### src/hdl/afr_pkg.sv
// ----------------------------------------------------------------------------
// afr_pkg: shared types and constants of the addressed frame receiver
// Field widths, frame marks, event codes and the result record.
// ----------------------------------------------------------------------------
package afr_pkg;

    localparam int BYTE_W   = 8;
    localparam int COUNT_W  = 9;
    localparam int EVENT_W  = 3;
    localparam int HDR_DEPTH = 6;
    localparam int HDR_IDX_W = $clog2(HDR_DEPTH);
    localparam int APB_DATA_W = 32;
    localparam int APB_ADDR_W = 3;

    localparam logic [BYTE_W-1:0] START_MARK  = 8'h7E;
    localparam logic [BYTE_W-1:0] ADDR_NONE   = 8'h00;
    localparam logic [BYTE_W-1:0] TYPE_SKIP_A = 8'h0C;
    localparam logic [BYTE_W-1:0] TYPE_SKIP_B = 8'h0D;

    // Frame positions that matter to the decode
    localparam logic [COUNT_W-1:0] CNT_DECIDE    = 9'd5;
    localparam logic [COUNT_W-1:0] CNT_REPLY_END = 9'd8;
    localparam logic [COUNT_W-1:0] DATA_OVERHEAD = 9'd7;

    // Register word indexes
    localparam logic REG_BOARD_ID = 1'b0;

    typedef enum logic [EVENT_W-1:0] {
        EV_IN_FRAME        = 3'd0,
        EV_DROPPED         = 3'd1,
        EV_REPLY_COUNTED   = 3'd2,
        EV_REPLY_UNCOUNTED = 3'd3,
        EV_DATA_DONE       = 3'd4,
        EV_CLEARED         = 3'd5
    } event_t;

    typedef struct packed {
        logic [EVENT_W-1:0] frame_event;
        logic [COUNT_W-1:0] byte_position;
        logic [BYTE_W-1:0]  out_byte;
        logic [BYTE_W-1:0]  frame_length;
        logic [BYTE_W-1:0]  reply_total;
        logic               send_failed;
        logic               data_ready;
    } result_t;

endpackage

### src/hdl/afr_in_if.sv
// ----------------------------------------------------------------------------
// afr_in_if: input channel of the addressed frame receiver
// Valid/ready channel carrying one command and one received byte.
// ----------------------------------------------------------------------------
interface afr_in_if;
    logic                        valid;
    logic                        ready;
    logic                        command;
    logic [afr_pkg::BYTE_W-1:0]  rx_byte;

    modport source (output valid, output command, output rx_byte, input ready);
    modport sink   (input valid, input command, input rx_byte, output ready);
endinterface

### src/hdl/afr_out_if.sv
// ----------------------------------------------------------------------------
// afr_out_if: result channel of the addressed frame receiver
// Valid/ready channel carrying one framing result per transfer.
// ----------------------------------------------------------------------------
interface afr_out_if;
    logic                         valid;
    logic                         ready;
    logic [afr_pkg::EVENT_W-1:0]  frame_event;
    logic [afr_pkg::COUNT_W-1:0]  byte_position;
    logic [afr_pkg::BYTE_W-1:0]   out_byte;
    logic [afr_pkg::BYTE_W-1:0]   frame_length;
    logic [afr_pkg::BYTE_W-1:0]   reply_total;
    logic                         send_failed;
    logic                         data_ready;

    modport source (output valid, output frame_event, output byte_position,
                    output out_byte, output frame_length, output reply_total,
                    output send_failed, output data_ready, input ready);
    modport sink   (input valid, input frame_event, input byte_position,
                    input out_byte, input frame_length, input reply_total,
                    input send_failed, input data_ready, output ready);
endinterface

### src/hdl/afr_frame_core.sv
// ----------------------------------------------------------------------------
// afr_frame_core: framing state and per-byte decode
// Holds header bytes, byte count, length, reply counter and sticky flags,
// and computes the result for the byte presented on step.
// ----------------------------------------------------------------------------
module afr_frame_core (
    input  logic                        clk,
    input  logic                        rst_n,
    input  logic                        step,
    input  logic                        command,
    input  logic [afr_pkg::BYTE_W-1:0]  rx_byte,
    input  logic [afr_pkg::BYTE_W-1:0]  board_id,
    output afr_pkg::result_t            result
);

    logic [afr_pkg::BYTE_W-1:0]  hdr_reg [afr_pkg::HDR_DEPTH];
    logic [afr_pkg::BYTE_W-1:0]  hdr_eff [afr_pkg::HDR_DEPTH];
    logic [afr_pkg::COUNT_W-1:0] count_reg, count_next;
    logic [afr_pkg::BYTE_W-1:0]  length_reg, length_next;
    logic [afr_pkg::BYTE_W-1:0]  reply_reg, reply_next;
    logic                        fail_reg, fail_next;
    logic                        ready_reg, ready_next;
    logic [afr_pkg::COUNT_W-1:0] cnt;
    logic [afr_pkg::COUNT_W-1:0] data_end;
    logic                        hdr_write;
    afr_pkg::event_t             ev;

    assign cnt       = count_reg + 9'd1;
    assign hdr_write = !command && (count_reg < afr_pkg::COUNT_W'(afr_pkg::HDR_DEPTH));
    assign data_end  = {1'b0, length_next} + afr_pkg::DATA_OVERHEAD;

    // Overlay the current byte on the stored header
    always_comb
    begin
        for (int i = 0; i < afr_pkg::HDR_DEPTH; i++)
        begin
            if (count_reg == afr_pkg::COUNT_W'(i))
                hdr_eff[i] = rx_byte;
            else
                hdr_eff[i] = hdr_reg[i];
        end
    end

    always_comb
    begin
        count_next  = count_reg;
        length_next = length_reg;
        reply_next  = reply_reg;
        fail_next   = fail_reg;
        ready_next  = ready_reg;
        ev          = afr_pkg::EV_IN_FRAME;

        if (command)
        begin
            reply_next = '0;
            fail_next  = 1'b0;
            ready_next = 1'b0;
            ev         = afr_pkg::EV_CLEARED;
        end
        else
        begin
            count_next = cnt;
            if (hdr_eff[0] != afr_pkg::START_MARK)
            begin
                count_next = '0;
                ev         = afr_pkg::EV_DROPPED;
            end
            else if (cnt >= afr_pkg::CNT_DECIDE)
            begin
                if (hdr_eff[1] == board_id && hdr_eff[2] == afr_pkg::ADDR_NONE)
                begin
                    if (cnt == afr_pkg::CNT_REPLY_END)
                    begin
                        count_next = '0;
                        if (hdr_eff[3] != afr_pkg::TYPE_SKIP_A &&
                            hdr_eff[3] != afr_pkg::TYPE_SKIP_B)
                        begin
                            reply_next = reply_reg + 8'd1;
                            if (hdr_eff[5] == 8'd0)
                                fail_next = 1'b1;
                            ev = afr_pkg::EV_REPLY_COUNTED;
                        end
                        else
                        begin
                            ev = afr_pkg::EV_REPLY_UNCOUNTED;
                        end
                    end
                end
                else if (hdr_eff[2] == board_id)
                begin
                    if (cnt == afr_pkg::CNT_DECIDE)
                        length_next = hdr_eff[4];
                    if (cnt == data_end)
                    begin
                        count_next = '0;
                        ready_next = 1'b1;
                        ev         = afr_pkg::EV_DATA_DONE;
                    end
                end
                else
                begin
                    count_next = '0;
                    ev         = afr_pkg::EV_DROPPED;
                end
            end
        end
    end

    always_comb
    begin
        result.frame_event   = ev;
        result.byte_position = command ? '0 : count_reg;
        result.out_byte      = command ? '0 : rx_byte;
        result.frame_length  = length_next;
        result.reply_total   = reply_next;
        result.send_failed   = fail_next;
        result.data_ready    = ready_next;
    end

    always_ff @(posedge clk or negedge rst_n)
    begin
        if (!rst_n)
        begin
            count_reg  <= '0;
            length_reg <= '0;
            reply_reg  <= '0;
            fail_reg   <= 1'b0;
            ready_reg  <= 1'b0;
        end
        else if (step)
        begin
            count_reg  <= count_next;
            length_reg <= length_next;
            reply_reg  <= reply_next;
            fail_reg   <= fail_next;
            ready_reg  <= ready_next;
        end
    end

    // Header bytes: payload only, no reset
    always_ff @(posedge clk)
    begin
        if (step && hdr_write)
            hdr_reg[count_reg[afr_pkg::HDR_IDX_W-1:0]] <= rx_byte;
    end

endmodule

### src/hdl/addressed_frame_receiver_top.sv
// ----------------------------------------------------------------------------
// addressed_frame_receiver_top: frames received bytes by board address
// Input register, framing core and result register, with an APB port for
// the board id.
// ----------------------------------------------------------------------------
// Usage:
//   in_ch carries one item per transfer: command 0 frames rx_byte, command 1
//   clears the ready flag, fail flag and reply counter.
//   out_ch returns exactly one result per input item, in order.
//   The APB port holds board_id at byte addresses 0 to 3; write it only while the
//   block is idle. pready is always high; prdata returns board_id there, else zero.
// Path: an item taken from in_ch is registered at the input, its result is
//   registered in the result register and offered on out_ch from there.
// Throughput: one item per cycle while out_ch does not stall; the combinational
//   decode of the framing core between the input and result registers sets it.
// Reset: clears byte count, length, reply counter, flags and board_id; both
//   pipeline registers become empty.
// Stall: a result held on out_ch keeps the input register full; in_ch.ready
//   is low while both registers hold an item and out_ch.ready is low.
// ----------------------------------------------------------------------------
module addressed_frame_receiver_top (
    input  logic                            clk,
    input  logic                            rst_n,
    afr_in_if.sink                          in_ch,
    afr_out_if.source                       out_ch,
    input  logic                            psel,
    input  logic                            penable,
    input  logic                            pwrite,
    input  logic [afr_pkg::APB_ADDR_W-1:0]  paddr,
    input  logic [afr_pkg::APB_DATA_W-1:0]  pwdata,
    output logic [afr_pkg::APB_DATA_W-1:0]  prdata,
    output logic                            pready
);

    logic                        in_valid_reg;
    logic                        in_cmd_reg;
    logic [afr_pkg::BYTE_W-1:0]  in_byte_reg;
    logic                        out_valid_reg;
    afr_pkg::result_t            out_data_reg;
    afr_pkg::result_t            core_result;
    logic [afr_pkg::BYTE_W-1:0]  board_id_reg;
    logic                        fire;
    logic                        reg_sel;

    assign fire         = in_valid_reg && (!out_valid_reg || out_ch.ready);
    assign in_ch.ready  = !in_valid_reg || fire;

    // Configuration port
    assign pready  = 1'b1;
    assign reg_sel = (paddr[afr_pkg::APB_ADDR_W-1:2] == afr_pkg::REG_BOARD_ID);
    assign prdata  = reg_sel ? {{(afr_pkg::APB_DATA_W-afr_pkg::BYTE_W){1'b0}}, board_id_reg}
                             : '0;

    always_ff @(posedge clk or negedge rst_n)
    begin
        if (!rst_n)
            board_id_reg <= '0;
        else if (psel && penable && pwrite && pready && reg_sel)
            board_id_reg <= pwdata[afr_pkg::BYTE_W-1:0];
    end

    // Input register: load on every input transfer
    always_ff @(posedge clk or negedge rst_n)
    begin
        if (!rst_n)
            in_valid_reg <= 1'b0;
        else if (in_ch.ready)
            in_valid_reg <= in_ch.valid;
    end

    always_ff @(posedge clk)
    begin
        if (in_ch.valid && in_ch.ready)
        begin
            in_cmd_reg  <= in_ch.command;
            in_byte_reg <= in_ch.rx_byte;
        end
    end

    afr_frame_core u_core (
        .clk      (clk),
        .rst_n    (rst_n),
        .step     (fire),
        .command  (in_cmd_reg),
        .rx_byte  (in_byte_reg),
        .board_id (board_id_reg),
        .result   (core_result)
    );

    // Result register: hold while the receiver stalls
    always_ff @(posedge clk or negedge rst_n)
    begin
        if (!rst_n)
            out_valid_reg <= 1'b0;
        else if (fire)
            out_valid_reg <= 1'b1;
        else if (out_ch.ready)
            out_valid_reg <= 1'b0;
    end

    always_ff @(posedge clk)
    begin
        if (fire)
            out_data_reg <= core_result;
    end

    assign out_ch.valid         = out_valid_reg;
    assign out_ch.frame_event   = out_data_reg.frame_event;
    assign out_ch.byte_position = out_data_reg.byte_position;
    assign out_ch.out_byte      = out_data_reg.out_byte;
    assign out_ch.frame_length  = out_data_reg.frame_length;
    assign out_ch.reply_total   = out_data_reg.reply_total;
    assign out_ch.send_failed   = out_data_reg.send_failed;
    assign out_ch.data_ready    = out_data_reg.data_ready;

endmodule
### src/flat_wrapper.sv
// flat-port wrapper written by rule: the top's interface ports become plain ports
module addressed_frame_receiver_top_flat 
  (clk, rst_n, psel, penable, pwrite, paddr, pwdata, prdata, pready, in_ch_valid, in_ch_command, in_ch_rx_byte, in_ch_ready, out_ch_valid, out_ch_frame_event, out_ch_byte_position, out_ch_out_byte, out_ch_frame_length, out_ch_reply_total, out_ch_send_failed, out_ch_data_ready, out_ch_ready);
  afr_in_if in_ch_i ();
  afr_out_if out_ch_i ();
  input  logic clk;
  input  logic rst_n;
  input  logic psel;
  input  logic penable;
  input  logic pwrite;
  input  logic [afr_pkg::APB_ADDR_W-1:0] paddr;
  input  logic [afr_pkg::APB_DATA_W-1:0] pwdata;
  output logic [afr_pkg::APB_DATA_W-1:0] prdata;
  output logic pready;
  input wire logic [$bits(in_ch_i.valid)-1:0] in_ch_valid;
  input wire logic [$bits(in_ch_i.command)-1:0] in_ch_command;
  input wire logic [$bits(in_ch_i.rx_byte)-1:0] in_ch_rx_byte;
  output wire logic [$bits(in_ch_i.ready)-1:0] in_ch_ready;
  output wire logic [$bits(out_ch_i.valid)-1:0] out_ch_valid;
  output wire logic [$bits(out_ch_i.frame_event)-1:0] out_ch_frame_event;
  output wire logic [$bits(out_ch_i.byte_position)-1:0] out_ch_byte_position;
  output wire logic [$bits(out_ch_i.out_byte)-1:0] out_ch_out_byte;
  output wire logic [$bits(out_ch_i.frame_length)-1:0] out_ch_frame_length;
  output wire logic [$bits(out_ch_i.reply_total)-1:0] out_ch_reply_total;
  output wire logic [$bits(out_ch_i.send_failed)-1:0] out_ch_send_failed;
  output wire logic [$bits(out_ch_i.data_ready)-1:0] out_ch_data_ready;
  input wire logic [$bits(out_ch_i.ready)-1:0] out_ch_ready;
  assign in_ch_i.valid = in_ch_valid;
  assign in_ch_i.command = in_ch_command;
  assign in_ch_i.rx_byte = in_ch_rx_byte;
  assign in_ch_ready = in_ch_i.ready;
  assign out_ch_valid = out_ch_i.valid;
  assign out_ch_frame_event = out_ch_i.frame_event;
  assign out_ch_byte_position = out_ch_i.byte_position;
  assign out_ch_out_byte = out_ch_i.out_byte;
  assign out_ch_frame_length = out_ch_i.frame_length;
  assign out_ch_reply_total = out_ch_i.reply_total;
  assign out_ch_send_failed = out_ch_i.send_failed;
  assign out_ch_data_ready = out_ch_i.data_ready;
  assign out_ch_i.ready = out_ch_ready;
  addressed_frame_receiver_top u_core (.clk(clk), .rst_n(rst_n), .in_ch(in_ch_i), .out_ch(out_ch_i), .psel(psel), .penable(penable), .pwrite(pwrite), .paddr(paddr), .pwdata(pwdata), .prdata(prdata), .pready(pready));
endmodule
### config.mk
export PLATFORM = sky130hd
export DESIGN_NAME = addressed_frame_receiver_top_flat
export DESIGN_NICKNAME = d
export VERILOG_FILES = /design/src/hdl/afr_pkg.sv /design/src/hdl/afr_in_if.sv /design/src/hdl/afr_out_if.sv /design/src/hdl/afr_frame_core.sv /design/src/hdl/addressed_frame_receiver_top.sv /design/src/flat_wrapper.sv
export SDC_FILE = /design/constraint.sdc
export NUM_CORES = 1
export LEC_CHECK = 0
export BUFFER_PORTS_ARGS = -buffer_cell sky130_fd_sc_hd__clkbuf_2
export CORE_AREA = 2 2 125 188
export DETAILED_ROUTE_END_ITERATION = 7
export DIE_AREA = 0 0 127 190
export GPL_TIMING_DRIVEN = 0
export PLACE_DENSITY_LB_ADDON = 0.3
export SYNTH_ARGS = -nofsm -noshare
export SYNTH_HDL_FRONTEND = slang
export SYNTH_SLANG_ARGS = --single-unit
### constraint.sdc
create_clock -name clk -period 6.5 [get_ports clk]
set_input_delay 0.65 -clock clk [delete_from_list [all_inputs] [get_ports clk]]
set_output_delay 0.65 -clock clk [all_outputs]
set_load 0.01 [all_outputs]
; After elaboration in Yosys (flattened, before gate mapping)
; Memories as Yosys holds them, arrays and structs flattened.
; Cells that the tools add are included.
[totals]
ramBits = 48
register_bits = 84
input_bits = 51
out_inout_bits = 73
mem_count = 1
[memory_table]
columns = name, words, width, rd, rd_clocked_by_memory_dff, wr, line_no
row1 = u_core.u_core.hdr_reg, 6, 8, 6, 0, 1, afr_frame_core.sv:16  ; logic [afr_pkg::BYTE_W-1:0] hdr_reg [afr_pkg::HDR_DEPTH];
[classes]
reduce_logical = 21
n_eq_ne = 13
add_sub_neg = 3
n_bitwise = 3
order_cmp = 2
n_mux = 49
[ops]
columns = cell, count
row1 = 2-to-1 mux 8 bit, 19
row2 = 2-to-1 mux 9 bit, 6
row3 = == test 9 x 3 -> 1 bit (second input constant), 3
row4 = == test 9 x 2 -> 1 bit (second input constant), 2
row5 = 2-to-1 mux 1 bit, 18
row6 = == test 8 bit, 2
row7 = logical NOT 8 bit, 2
row8 = != test 8 x 4 -> 1 bit (second input constant), 2
row9 = 2-to-1 mux 3 bit, 5
row10 = adder 8 x 3 -> 9 bit (second input constant), 1
row11 = adder 9 x 1 -> 9 bit (second input constant), 1
row12 = == test 9 x 1 -> 1 bit (second input constant), 1
row13 = == test 9 x 4 -> 1 bit (second input constant), 1
row14 = == test 9 bit, 1
row15 = >= comparator 9 x 3 -> 1 bit (second input constant), 1
row16 = logical AND 1 bit, 9
row17 = logical NOT 9 bit, 1
row18 = less-than comparator 9 x 3 -> 1 bit (second input constant), 1
row19 = adder 8 x 1 -> 8 bit (second input constant), 1
row20 = != test 8 x 7 -> 1 bit (second input constant), 1
row21 = logical NOT 1 bit, 3
row22 = NOT 1 bit, 3
row23 = OR reduction 3 bit, 1
row24 = logical OR 1 bit, 2
row25 = 4 further kinds, 4

; Depth between registers and ports, before layout
; Gate-level depths: netlist of the first run.
[depth]
ltp_word = 16
depth_mapped = 22

; Hierarchy
; From an unflattened synthesis of the first run, not the netlist that was laid out.
[unflattened]
cells_unflattened = 596
hier_area_um2 = 6809.0
[modules_own_cells]
columns = module, seq_area_each_um2, instances, area_per_inst_um2, cells_per_inst
row1 = afr_frame_core, 2087.0, 1, 4729.5, 489
row2 = addressed_frame_receiver_top, 1661.6, 1, 2079.5, 107

; Worst setup path after synthesis of the first run
; OpenSTA, ideal clock, no wires.
[synth_timing]
kind = reg2reg
start = register u_core.u_core.count_reg[1] (netlist name)
end = register u_core.u_core.count_reg[2] (netlist name)
path_buffers = 2
slack_ns = 2.093
required_ns = 6.360
arrival_time_ns = 4.267
path_stages_with_launch = 23
setup_time_ns = 0.140
path_cell_list = dfrtp_1 -> ha_1 -> clkbuf_1 -> and3_1 -> and4_1 -> o32a_2 -> nand3_1 -> o21ba_2 -> nand2_4 -> clkbuf_1 -> nor2_1 -> a21oi_1 -> ha_1 -> inv_1 -> a211oi_2 -> o21a_1 -> nor3_1 -> a2111oi_2 -> nand3_1 -> nor3_2 -> a21oi_2 -> o2111ai_1 -> o221ai_1
[synth_via]
elab_chain_len = 15
word_cells_on_any_way = 31
cone_classes = add/sub: 2 / order compare: 1 / eq/ne: 9 / mux: 16 / reduce/logical: 3
[synth_rtl]
columns = item, line_no
row1 = "start, declared", afr_frame_core.sv:18  ; logic [afr_pkg::COUNT_W-1:0] count_reg, count_next;
row2 = "start signal, assigned", afr_frame_core.sv:132  ; count_reg <= count_next;
row3 = "adder 9 x 1 -> 9 bit, or another cell as far along", afr_frame_core.sv:28  ; assign cnt = count_reg + 9'd1;
row4 = == test 9 x 3 -> 1 bit or 2-to-1 mux 8 bit (tied branches), "afr_frame_core.sv:91, afr_frame_core.sv:37"
row5 = "2-to-1 mux 8 bit, or another cell as far along", afr_frame_core.sv:91  ; if (cnt == afr_pkg::CNT_DECIDE)
row6 = 2-to-1 mux 8 bit or logical AND 1 bit (tied branches), "afr_frame_core.sv:89, afr_frame_core.sv:70"
row7 = 2-to-1 mux 8 bit, afr_frame_core.sv:70  ; if (hdr_eff[1] == board_id && hdr_eff[2] == afr_pkg::ADDR_NONE)
row8 = 2-to-1 mux 8 bit, afr_frame_core.sv:68  ; else if (cnt >= afr_pkg::CNT_DECIDE)
row9 = 2-to-1 mux 8 bit, afr_frame_core.sv:63  ; if (hdr_eff[0] != afr_pkg::START_MARK)
row10 = 2-to-1 mux 8 bit, afr_frame_core.sv:53  ; if (command)
row11 = adder 8 x 3 -> 9 bit, afr_frame_core.sv:30  ; assign data_end = {1'b0, length_next} + afr_pkg::DATA_OVERHEAD;
row12 = == test 9 bit, afr_frame_core.sv:93  ; if (cnt == data_end)
row13 = 2-to-1 mux 9 bit, afr_frame_core.sv:93
row14 = 2-to-1 mux 9 bit, afr_frame_core.sv:89  ; else if (hdr_eff[2] == board_id)
row15 = 2-to-1 mux 9 bit, afr_frame_core.sv:70
row16 = 2-to-1 mux 9 bit, afr_frame_core.sv:68
row17 = 2-to-1 mux 9 bit *, afr_frame_core.sv:63
; Every way passes the cells marked *; elsewhere a longest branch is shown, timed or not.
; A chain may end at the register's enable or synchronous reset.

; Final worst setup path of the first run
[layout_timing]
start = register u_core.in_byte_reg[3] (netlist name)
end = register u_core.u_core.count_reg[2] (netlist name)
[layout_via]
elab_chain_len = 14
word_cells_on_any_way = 22
cone_classes = add/sub: 1 / eq/ne: 4 / mux: 15 / reduce/logical: 2
[layout_rtl]
columns = item, line_no
row1 = "start, declared", addressed_frame_receiver_top.sv:37  ; logic [afr_pkg::BYTE_W-1:0] in_byte_reg;
row2 = "start signal, assigned", addressed_frame_receiver_top.sv:76  ; in_byte_reg <= in_ch.rx_byte;
row3 = 2-to-1 mux 8 bit, afr_frame_core.sv:37  ; if (count_reg == afr_pkg::COUNT_W'(i))
row4 = "== test 8 bit, or another cell as far along", afr_frame_core.sv:89
row5 = 2-to-1 mux 8 bit or logical AND 1 bit (tied branches), "afr_frame_core.sv:89, afr_frame_core.sv:70"
row6 = 2-to-1 mux 8 bit, afr_frame_core.sv:70
row7 = 2-to-1 mux 8 bit, afr_frame_core.sv:68
row8 = 2-to-1 mux 8 bit, afr_frame_core.sv:63
row9 = 2-to-1 mux 8 bit, afr_frame_core.sv:53
row10 = adder 8 x 3 -> 9 bit, afr_frame_core.sv:30
row11 = == test 9 bit, afr_frame_core.sv:93
row12 = 2-to-1 mux 9 bit, afr_frame_core.sv:93
row13 = 2-to-1 mux 9 bit, afr_frame_core.sv:89
row14 = 2-to-1 mux 9 bit, afr_frame_core.sv:70
row15 = 2-to-1 mux 9 bit, afr_frame_core.sv:68
row16 = 2-to-1 mux 9 bit *, afr_frame_core.sv:63
; Marked as above.

==> results.ini, run 1 <==
[floorplan]
die-area_mm2=0.0241
io_pins=124
die_h_um=190
core_area_mm2=0.0226
rows=68
die_x_um=127
start_util_pct=29.5

[setup_path]
required_ns=6.78
worst-path-stages=21
critPathTopFamily=compound AO/OA/AOI/OAI gates
worstPathCellList=clkbuf_1 > xor2_1 > nor3_1 > o2111ai_1 > o31ai_1 > o2111ai_2 > nand2_4 > clkbuf_1 > nor2_1 > a21oi_1 > ha_1 > inv_1 > a211oi_2 > o21a_1 > nor3_1 > a2111oi_2 > nand3_1 > nor3_2 > a21oi_2 > o2111ai_1 > o221ai_1
endpoint_kind=flip-flop
reg2regPathDepth=21
crit_type=reg -> reg
cp-start-kind=flip-flop
crit_slowest_cell=edfxtp_1
cp.buffers_inverters=3
crit_fanout=10
slowest_delay_ns=0.54
arrival_ns=5.72

[synthesis]
synth_seq_cells=131
yosysWarnings=0
synth_edf_count=94
synth_area_leaders=edfxtp_1 42%, dfrtp_1 14%, nand2_1 3.5%
synth.avg_cell_area_um2=11.3
yosysTopAreaCellShare_pct=42.3
yosysSeqAreaShare_pct=56.2
yosysMostFrequentCell=edfxtp_1
ys_types=73
synth_ff_type=edfxtp_1
synth_area_mm2=0.00668
synthTopCellsByCount=94 x edfxtp_1, 62 x nand2_1, 51 x nor2_1, 37 x dfrtp_1, 26 x buf_4
synthArstFlopShare_pct=28.2
yosys.area.top_type=edfxtp_1
synth_cells=591

[final_layout]
syn_to_final_growth_pct=21.0
largest_register_ff_count=47
nNetsFinal=764
antenna_cells=0
final_area_mm2=0.00808
fillers=2290
drive_above_1_share_pct=23.9
layoutNonFillerInstCount=999

[global_routing]
grt_pass1_wl_um=25400
grt_usage_pct=13.9
grt_pass1_vias=4625
grt_max_degree=38
antenna_found_initial=0
grt_overflow=0

[outcome]
status=finished, final reports clean

[place]
dp_hpwl_um=12100
dp_cells=967
dpl_cell_area_mm2=0.00749
routabilityCongestion=0.851
io_buffers=72

[power]
seqPwrFrac_pct=46.4
power.total_mw=2.11
combPwrFrac_pct=8.4
swShare_pct=24.9
vdd_drop_max_v=0.000184
power.density_mw_per_mm2=261
clkPwrFrac_pct=45.2
switching_power_uw=525
p_int_mw=1.59
leakage_nw=3.28

[route]
ant_nets=0
drc=0
vias=4724
wirelength_um=16300
avgRoutedWirePerCell_um=16.3
drt_iter0_drc=220
vias_per_cell=4.73
drt-pass1-iter-count=4

[clock_network]
cts-buffers-inserted=17
cts.clk_slew.worst_paths_ns=0.06
clkSinkCount=131
cts_buffer_depth=2
clk-insertion-delay-late_ns=0.42
tritoncts=yes
postCtsSetupBuffers=0
clock-root-buffer=clkbuf_16
htreeDepth=4
cts_hold_buffers=0
cts-resized-gates=0

[sta]
rsz0062_at_grt=false
setup_viol=0
maxSlewViolCount=0
post-route-min-period_ns=5.44
timing.fmax_mhz=184
worst-slew-pin-transition_ns=1.16
maxSlewHeadroom_pct=22.0
finalSetupTns_ns=0
period_share_pct=83.6
hold_viol=0
timing.hold.ws_ns=0.386
skew_ns=0.00920

[min_path]
hold_class=in -> async

[job]
cap_violations=0

[power groups by stage]
| stage | clock network (mW) | logic [mW] | registers [mW] |
|---|---|---|---|
| 5_1_grt | 1.01 | 0.198 | 0.984 |
| 6_report | 0.954 | 0.178 | 0.979 |
| 3_3_place_gp | 0 | 0.175 | 0.999 |
| 2_1_floorplan | 0 | 0.108 | 0.990 |
| 3_5_place_dp | 0 | 0.180 | 0.997 |
| 4_1_cts | 0.978 | 0.181 | 0.981 |
[cells by family after synthesis]
logic type | after synthesis | share of synthesized area, %
buffers and inverters | 63 | 5.30
AO/OA/AOI/OAI | 82 | 8.87
other | 2 | 0.113
adder cells (fa/ha/maj) | 7 | 1.31
XOR/XNOR | 39 | 5.12
flip-flops | 131 | 56.2
multiplexers | 25 | 4.07
AND/OR/NAND/NOR | 242 | 19.1
[per-layer routing]
layer	vias to the layer above	global-route usage (%)	part of all wire, %
met4	0	7.31	3.3
li1	2335	-	-
met1	2259	14.7	38
met2	102	25.9	55
met5	-	0	0
met3	28	2.53	3.2
[final cells by class]
type / count / area, um^2 / area share (%)
Clock buffer: 19 / 433 / 5.36
Tap cell: 280 / 350 / 4.34
Inverter: 18 / 67.6 / 0.837
Buffer: 45 / 288 / 3.56
Clock inverter: 13 / 150 / 1.86
Timing Repair Buffer: 73 / 380 / 4.71
Multi-Input combinational cell: 420 / 2660 / 32.9
Sequential cell: 131 / 3750 / 46.4
[cell usage in the layout (no fill, tap or decap), types with 14 or more instances in the layout]
master	instances
buf_4	26
nand2_1	62
clkbuf_16	17
inv_1	18
nand3_1	23
edfxtp_1	94
dfrtp_1	37
conb_1	25
nor2b_1	19
clkbuf_2	73
xor2_1	22
a21oi_1	14
xnor2_1	17
nor2_1	51
o21ai_0	18
[worst paths after layout]
check	from	endpoint	slack [ns]
hold reg to reg	u_core.u_core.fail_reg	u_core.u_core.fail_reg	0.49
setup / recovery	u_core.in_byte_reg[3]	u_core.u_core.count_reg[2]	1.06
setup reg to reg	u_core.in_byte_reg[3]	u_core.u_core.count_reg[2]	1.06
hold / removal	rst_n	u_core.board_id_reg[3]	0.39
max in group asynchronous	rst_n	u_core.u_core.length_reg[5]	5.46
min in group clk	in_ch_rx_byte[4]	u_core.in_byte_reg[4]	0.40
[per-stage QoR]
stage / worst slack, ns / utilization, %
2_1_floorplan: 2.09 / -
3_3_place_gp: 1.00 / 33.0
3_5_place_dp: 0.992 / 33.1
4_1_cts: 0.972 / 35.7
5_1_grt: 0.396 / 35.7
6_report: 1.06 / 35.7
Note: power is estimated with default switching activity, not from simulation.
==> inputs of run 2 (changes only) <==
--- a/config.mk
+++ b/config.mk
@@ -5,10 +5,11 @@
 export SDC_FILE = /design/constraint.sdc
 export NUM_CORES = 1
 export LEC_CHECK = 0
+export ABC_AREA = 1
 export BUFFER_PORTS_ARGS = -buffer_cell sky130_fd_sc_hd__clkbuf_2
-export CORE_AREA = 2 2 125 188
+export CORE_AREA = 2 2 127 191
 export DETAILED_ROUTE_END_ITERATION = 7
-export DIE_AREA = 0 0 127 190
+export DIE_AREA = 0 0 129 193
 export GPL_TIMING_DRIVEN = 0
 export PLACE_DENSITY_LB_ADDON = 0.3
 export SYNTH_ARGS = -nofsm -noshare
==> constraint.sdc (replaced) <==
create_clock -name clk -period 4.6 [get_ports clk]
set_input_delay 0.46 -clock clk [delete_from_list [all_inputs] [get_ports clk]]
set_output_delay 0.46 -clock clk [all_outputs]
set_load 0.01 [all_outputs]
==> run 2 against run 1 <==
Sequential power rose by 42%; critical path depth increased by 4; core utilization is essentially flat; final area rose by 3.3%; combinational power is 51% higher; largest cell class unchanged; largest power group is now the clock network.
==> results.ini, run 2 <==
[setup_path]
arrival_ns=4.41  ; -1.31 ns
endpoint_kind=flip-flop
r2r_setup_slack_ns=0.46  ; -0.61 ns
required_ns=4.87  ; -1.91 ns
slowest_delay_ns=0.55  ; about the same
critPathMostFrequentCell=nand2_1
crit_slowest_cell=dfrtp_1
crit_fanout=10  ; unchanged
cp-start-kind=flip-flop
worstReg2RegStart=u_core.u_core.count_reg[0]
r2r_end=u_core.out_ch.data_ready
crit_type=reg -> reg
reg2regPathDepth=25  ; +19%

[clock_network]
cts.clk_slew.worst_paths_ns=0.06  ; about the same
clk-insertion-delay-late_ns=0.43  ; about the same
cts_hold_buffers=0  ; unchanged
clkSinkCount=131  ; unchanged
cts_buffer_depth=2  ; unchanged
tritoncts=yes
htreeDepth=4  ; unchanged
cts-buffers-inserted=17  ; unchanged
clock-root-buffer=clkbuf_16

[sta]
maxSlewHeadroom_pct=20.3  ; -1.7 points
worst-slew-pin-transition_ns=1.19  ; +0.0249 ns
maxSlewViolCount=0  ; unchanged
hold_viol=0  ; unchanged
rsz0062_at_grt=false
timing.fmax_mhz=241  ; +31%
finalSetupTns_ns=0  ; unchanged
setup_viol=0  ; unchanged
post-route-min-period_ns=4.14  ; -1.29 ns
period_share_pct=90.1  ; +6.4 points
skew_ns=0.00795  ; -0.00125 ns

[power]
power.total_mw=3.06  ; +45%
leakage_nw=3.77  ; +15%
vdd_drop_max_v=0.000212  ; +15%
power.density_mw_per_mm2=366  ; +40%

[synthesis]
synth_edf_count=94  ; unchanged
muxShareOfSynthArea_pct=0.146  ; -3.9 points
yosysSeqAreaShare_pct=54.6  ; -1.6 points
synth_area_leaders=edfxtp_1 41%, dfrtp_1 13%, nand2_1 11%
ys_types=45  ; -38%
synth_seq_cells=131  ; unchanged
synthSimpleGateAreaFrac_pct=29.3  ; +10 points
synth.avg_cell_area_um2=8.87  ; -21%
synthTopCellsByCount=202 x nand2_1, 94 x edfxtp_1, 85 x inv_1, 84 x nor2_1, 70 x nand3_1
synthXorXnorAreaFrac_pct=0.619  ; -4.5 points
synth_top_family_by_area=simple AND/OR/NAND/NOR gates
synth_ff_type=edfxtp_1
synth_cells=774  ; +31%
synth_area_mm2=0.00687  ; +2.9%
synthAdderAreaFrac_pct=1.28  ; -0.037 points
synthArstFlopShare_pct=28.2  ; unchanged
yosysTopAreaCellShare_pct=41.1  ; -1.2 points
yosysWarnings=0  ; unchanged
yosys.area.top_type=edfxtp_1
yosysMostFrequentCell=nand2_1
synth_compound_area_share_pct=4.66  ; -4.2 points

[global_routing]
grt_pass1_wl_um=27000  ; +6.6%
grt_pass1_vias=5219  ; +13%
antenna_found_initial=0  ; unchanged
grt_max_degree=38  ; unchanged
grt_overflow=0  ; unchanged
grt_usage_pct=14.5  ; +0.59 points

[route]
vias=5326  ; +13%
avgRoutedWirePerCell_um=14.2  ; -13%
drt-pass1-iter-count=5  ; +1
drc=0  ; unchanged
drt_iter0_drc=240  ; +9.1%
ant_nets=0  ; unchanged
wirelength_um=17300  ; +6.2%
vias_per_cell=4.37  ; -7.7%

[place]
dp_hpwl_um=13100  ; +8.5%
io_buffers=71  ; -1.4%
routabilityCongestion=0.877  ; +3.1%

[final_layout]
nNetsFinal=946  ; +24%
final_cell_mix=202 x nand2_1, 94 x edfxtp_1, 85 x inv_1
syn_to_final_growth_pct=21.5
largest_register_ff_count=47  ; unchanged
final_common_cell=nand2_1
antenna_cells=0  ; unchanged
drive_above_1_share_pct=20.8  ; -3.2 points

[floorplan]
io_pins=124  ; unchanged
die-area_mm2=0.0249  ; +3.2%
die_x_um=129  ; +1.6%
rows=69  ; +1.5%
core_area_mm2=0.0234  ; +3.4%
start_util_pct=29.4  ; -0.14 points
die_h_um=193  ; +1.6%

[outcome]
status=finished, final reports clean

[min_path]
hold_class=in -> async

[job]
cap_violations=0  ; unchanged

run 2: cell types whose count changed in the layout (fill, tap and decap cells not counted), sizes merged, moves of 10 or more:
cell	delta
nand3	+55
nor2b	-19
inv	+71
nand4	+11
nor2	+43
nand2	+154
xor2	-18
nor4	-10
o21ai	+15
and2	-12
mux2	-14
mux2i	-10
xnor2	-17
run 2: stage by stage:
step                      instances  area, um^2  setup WS, ns  util, %  hold WS, ns
after floorplan                 797        6950          1.26        -        0.164
after global placement         1187        7710         0.514     32.9        0.468
after detailed placement       1188        7730         0.475     33.1        0.474
after CTS                      1220        8340         0.439     35.7        0.189
after global routing           1220        8350        0.0485     35.7        0.186
final                          1220        8350         0.457     35.7        0.198
run 2: routing by layer:
layer	share of wire [%]	up-vias	global-route usage, %
li1	-	2730	-
met1	38	2444	14.8
met2	56	123	28.2
met3	3.8	29	2.73
met4	2.4	0	6.15
met5	0	-	0
run 2: what timing repair did:
| item | in CTS | in global routing |
|---|---|---|
| buffers inserted | 0 | 0 |
| endpoints found under the setup margin | 0 | 3 |
| resized for setup | 0 | 1 |
run 2: worst max path at each step:
stage,startpoint,end,slack (ns),depth (start not counted)
after floorplan,u_core.u_core.count_reg[0],u_core.u_core.count_reg[6],1.26,26
after global placement,u_core.u_core.count_reg[1],u_core.out_ch.data_ready,0.51,24
after detailed placement,u_core.u_core.count_reg[1],u_core.out_ch.data_ready,0.47,24
after CTS,u_core.u_core.count_reg[1],u_core.out_ch.data_ready,0.44,24
after global routing,u_core.u_core.count_reg[1],u_core.out_ch.data_ready,0.05,25
final,u_core.u_core.count_reg[0],u_core.out_ch.data_ready,0.46,25
run 2: logic make-up after synthesis:
family                     count (synthesis)
muxes                                      1
AOI/OAI and AO/OA                         59
DFF                                      131
adders and majority gates                  7
buffers and inverters                    136
other                                      2
and+or+nand+nor                          434
xor gates and xnor gates                   4
run 2: area by class of cell:
type / count / area, um^2
fillers: 2362 / 15000
flip-flops and latches: 131 / 3750
plain buffers: 42 / 288
clock buffers: 17 / 425
repair buffers: 72 / 375
clock inverters: 15 / 181
multi-input cells: 530 / 2570
well taps: 319 / 399
inverters: 94 / 354
run 2: worst max-delay path, delay by kind of cell (launching register included):
kind | cells | cell delay, ns
xor gates and xnor gates | 1 | 0.27
adders and majority gates | 2 | 0.52
and+or+nand+nor | 20 | 2.33
DFF | 1 | 0.55
buffers and inverters | 2 | 0.30
run 2: power by group:
group / internal, mW / switching [mW] / total, mW
Sequential: 1.35 / 0.0471 / 1.39
Combinational: 0.0907 / 0.178 / 0.269
Clock: 0.855 / 0.540 / 1.40
==> inputs of run 3 (changes only) <==
--- a/config.mk
+++ b/config.mk
@@ -5,11 +5,10 @@
 export SDC_FILE = /design/constraint.sdc
 export NUM_CORES = 1
 export LEC_CHECK = 0
-export ABC_AREA = 1
 export BUFFER_PORTS_ARGS = -buffer_cell sky130_fd_sc_hd__clkbuf_2
-export CORE_AREA = 2 2 127 191
+export CORE_AREA = 2 2 125 188
 export DETAILED_ROUTE_END_ITERATION = 7
-export DIE_AREA = 0 0 129 193
+export DIE_AREA = 0 0 127 190
 export GPL_TIMING_DRIVEN = 0
 export PLACE_DENSITY_LB_ADDON = 0.3
 export SYNTH_ARGS = -nofsm -noshare
==> run 3 against run 2 <==
Clock skew up 0.0021 ns; hold slack worse by 0.0091 ns; via count down 6.7%; flip-flop and latch count unchanged; fmax down 7.4%; sequential share of layout area down 1.4 points; global-route usage up 0.10 points; core utilization up 2.4 points; die area down 3.1%; combinational power up 7%; first-iteration DRC count up 10%; critical path type unchanged; largest power group is now registers; highest routed layer unchanged.
==> results.ini, run 3 (synthesis gave the netlist of run 1 again) <==
[floorplan]
die_x_um=127  ; -1.6%
die-area_mm2=0.0241  ; -3.1%
start_util_pct=29.5  ; +0.14 points
die_h_um=190  ; -1.6%
core_area_mm2=0.0226  ; -3.3%
rows=68  ; -1.4%
io_pins=124  ; unchanged

[clock_network]
clock-root-buffer=clkbuf_16
cts_buffer_depth=2  ; unchanged
clkSinkCount=131  ; unchanged
cts_hold_buffers=0  ; unchanged
cts.clk_slew.worst_paths_ns=0.06  ; about the same
tritoncts=yes
clk-insertion-delay-late_ns=0.43  ; about the same
cts-buffers-inserted=17  ; unchanged
htreeDepth=4  ; unchanged

[route]
drc=0  ; unchanged
vias_per_cell=4.77  ; +9.3%
drt_iter0_drc=265  ; +10%
drt-pass1-iter-count=4  ; -1
avgRoutedWirePerCell_um=16.7  ; +18%
ant_nets=0  ; unchanged
vias=4969  ; -6.7%
wirelength_um=17400  ; +0.38%

[setup_path]
cp-start-kind=flip-flop
slowest_delay_ns=0.37  ; -0.18 ns
crit_slowest_cell=dfrtp_1
arrival_ns=4.78  ; +0.37 ns
cp.buffers_inverters=6  ; +4
critPathTopFamily=compound AO/OA/AOI/OAI gates
endpoint_kind=flip-flop
crit_type=reg -> reg
worstPathCellList=buf_6 > nor4_4 > buf_4 > nand4_4 > buf_4 > o31ai_2 > o2111ai_2 > buf_4 > nand3_2 > and2_4 > ha_2 > inv_2 > a211oi_4 > o21a_1 > nor3_2 > a2111oi_2 > nand3_1 > nor3_4 > a21oi_4 > buf_6 > o211ai_1 > nand2_1
critPathMostFrequentCell=buf_4
crit_fanout=8  ; -2
required_ns=4.91  ; +0.04 ns

[sta]
skew_ns=0.0101  ; +0.00213 ns
timing.fmax_mhz=224  ; -7.4%
maxSlewViolCount=0  ; unchanged
worst-slew-pin-transition_ns=1.22  ; +0.0311 ns
finalSetupTns_ns=0  ; unchanged
period_share_pct=97.2  ; +7.2 points
layout_setup_ws_ns=0.127  ; -0.331 ns
setup_viol=0  ; unchanged
rsz0062_at_grt=true
maxSlewHeadroom_pct=18.2  ; -2.1 points
timing.hold.ws_ns=0.189  ; -0.00913 ns
post-route-min-period_ns=4.47  ; +0.331 ns
hold_viol=0  ; unchanged

[final_layout]
final_cell_mix=94 x edfxtp_1, 74 x clkbuf_2, 69 x buf_4
utilization_pct=38.1  ; +2.4 points
fillers=2257  ; -4.4%
multiInputGateArea_mm2=0.00284  ; +10%
layoutNonFillerInstCount=1041  ; -15%
final_common_cell=edfxtp_1
largest_register_ff_count=47  ; unchanged
nNetsFinal=806  ; -15%
seq_area_mm2=0.00375  ; +0.10%
final_area_mm2=0.00862  ; +3.2%
syn_to_final_growth_pct=29.1
antenna_cells=0  ; unchanged
drive_above_1_share_pct=32.1  ; +11 points

[power]
power.total_mw=3.01  ; -1.5%
power.density_mw_per_mm2=350  ; -4.6%
vdd_drop_max_v=0.000258  ; +22%
leakage_nw=3.51  ; -6.8%

[job]
cap_violations=0  ; unchanged

[outcome]
status=finished, final reports clean

[global_routing]
grt_pass1_wl_um=26500  ; -1.9%
grt_overflow=0  ; unchanged
grt_usage_pct=14.6  ; +0.10 points
antenna_found_initial=0  ; unchanged
grt_pass1_vias=4859  ; -6.9%
grt_max_degree=38  ; unchanged

[min_path]
hold_class=in -> async

[place]
dpl_cell_area_mm2=0.00749  ; -3.1%
io_buffers=72  ; +1.4%
dp_slack_ns=-0.908  ; -1.38 ns
dp_cells=967  ; -19%
dp_hpwl_um=12100  ; -7.8%
routabilityCongestion=0.851  ; -3.0%

run 3: cell types whose count changed in the layout (fill, tap and decap cells not counted), moves of 14 or more:
cell,before,now
nand2_1,202,62
inv_1,85,16
nand3_1,69,22
buf_4,28,69
nor2_1,84,49
nor2b_1,0,19
xor2_1,3,22
xnor2_1,0,17
o21ai_0,31,17
run 3: report_power, final:
part           internal, mW  total [mW]  switching [mW]  leakage, nW
clock network         0.808        1.35           0.541        0.273
logic                 0.121       0.287           0.166         1.86
registers              1.33        1.38          0.0509         1.38
run 3: worst paths after layout:
kind,start,end,slack [ns],cells after the start
max,u_core.u_core.count_reg[7],u_core.u_core.count_reg[7],0.13,22
min,rst_n,u_core.board_id_reg[3],0.19,1
max reg2reg,u_core.u_core.count_reg[7],u_core.u_core.count_reg[7],0.13,22
min reg2reg,u_core.u_core.fail_reg,u_core.u_core.fail_reg,0.49,2
max in group asynchronous,rst_n,u_core.u_core.count_reg[8],3.70,1
min in group clk,in_ch_rx_byte[4],u_core.in_byte_reg[4],0.21,1
run 3: what timing repair did:
action | 4_1_cts | 5_1_grt
endpoints found under the setup margin | 12 | 12
endpoints found under the hold margin | 0 | 0
setup buffers | 29 | 16
gates resized for setup | 26 | 22
pin swaps | 14 | 16
run 3: routing by layer:
metal  global-route usage (%)  vias up  wire, um
met3                     2.62       37       569
li1                         -     2418         -
met2                     27.5      111      9510
met5                        0        -         0
met1                     14.8     2403      6450
met4                     8.62        0       837
run 3: cell type report:
class,instances,share of cell area (%)
sequential,131,43.5
multi-input combinational,420,32.9
timing repair buffer,118,8.57
clock buffer,19,5.02
tap,280,4.07
buffer,42,3.37
clock inverter,13,1.74
inverter,18,0.784
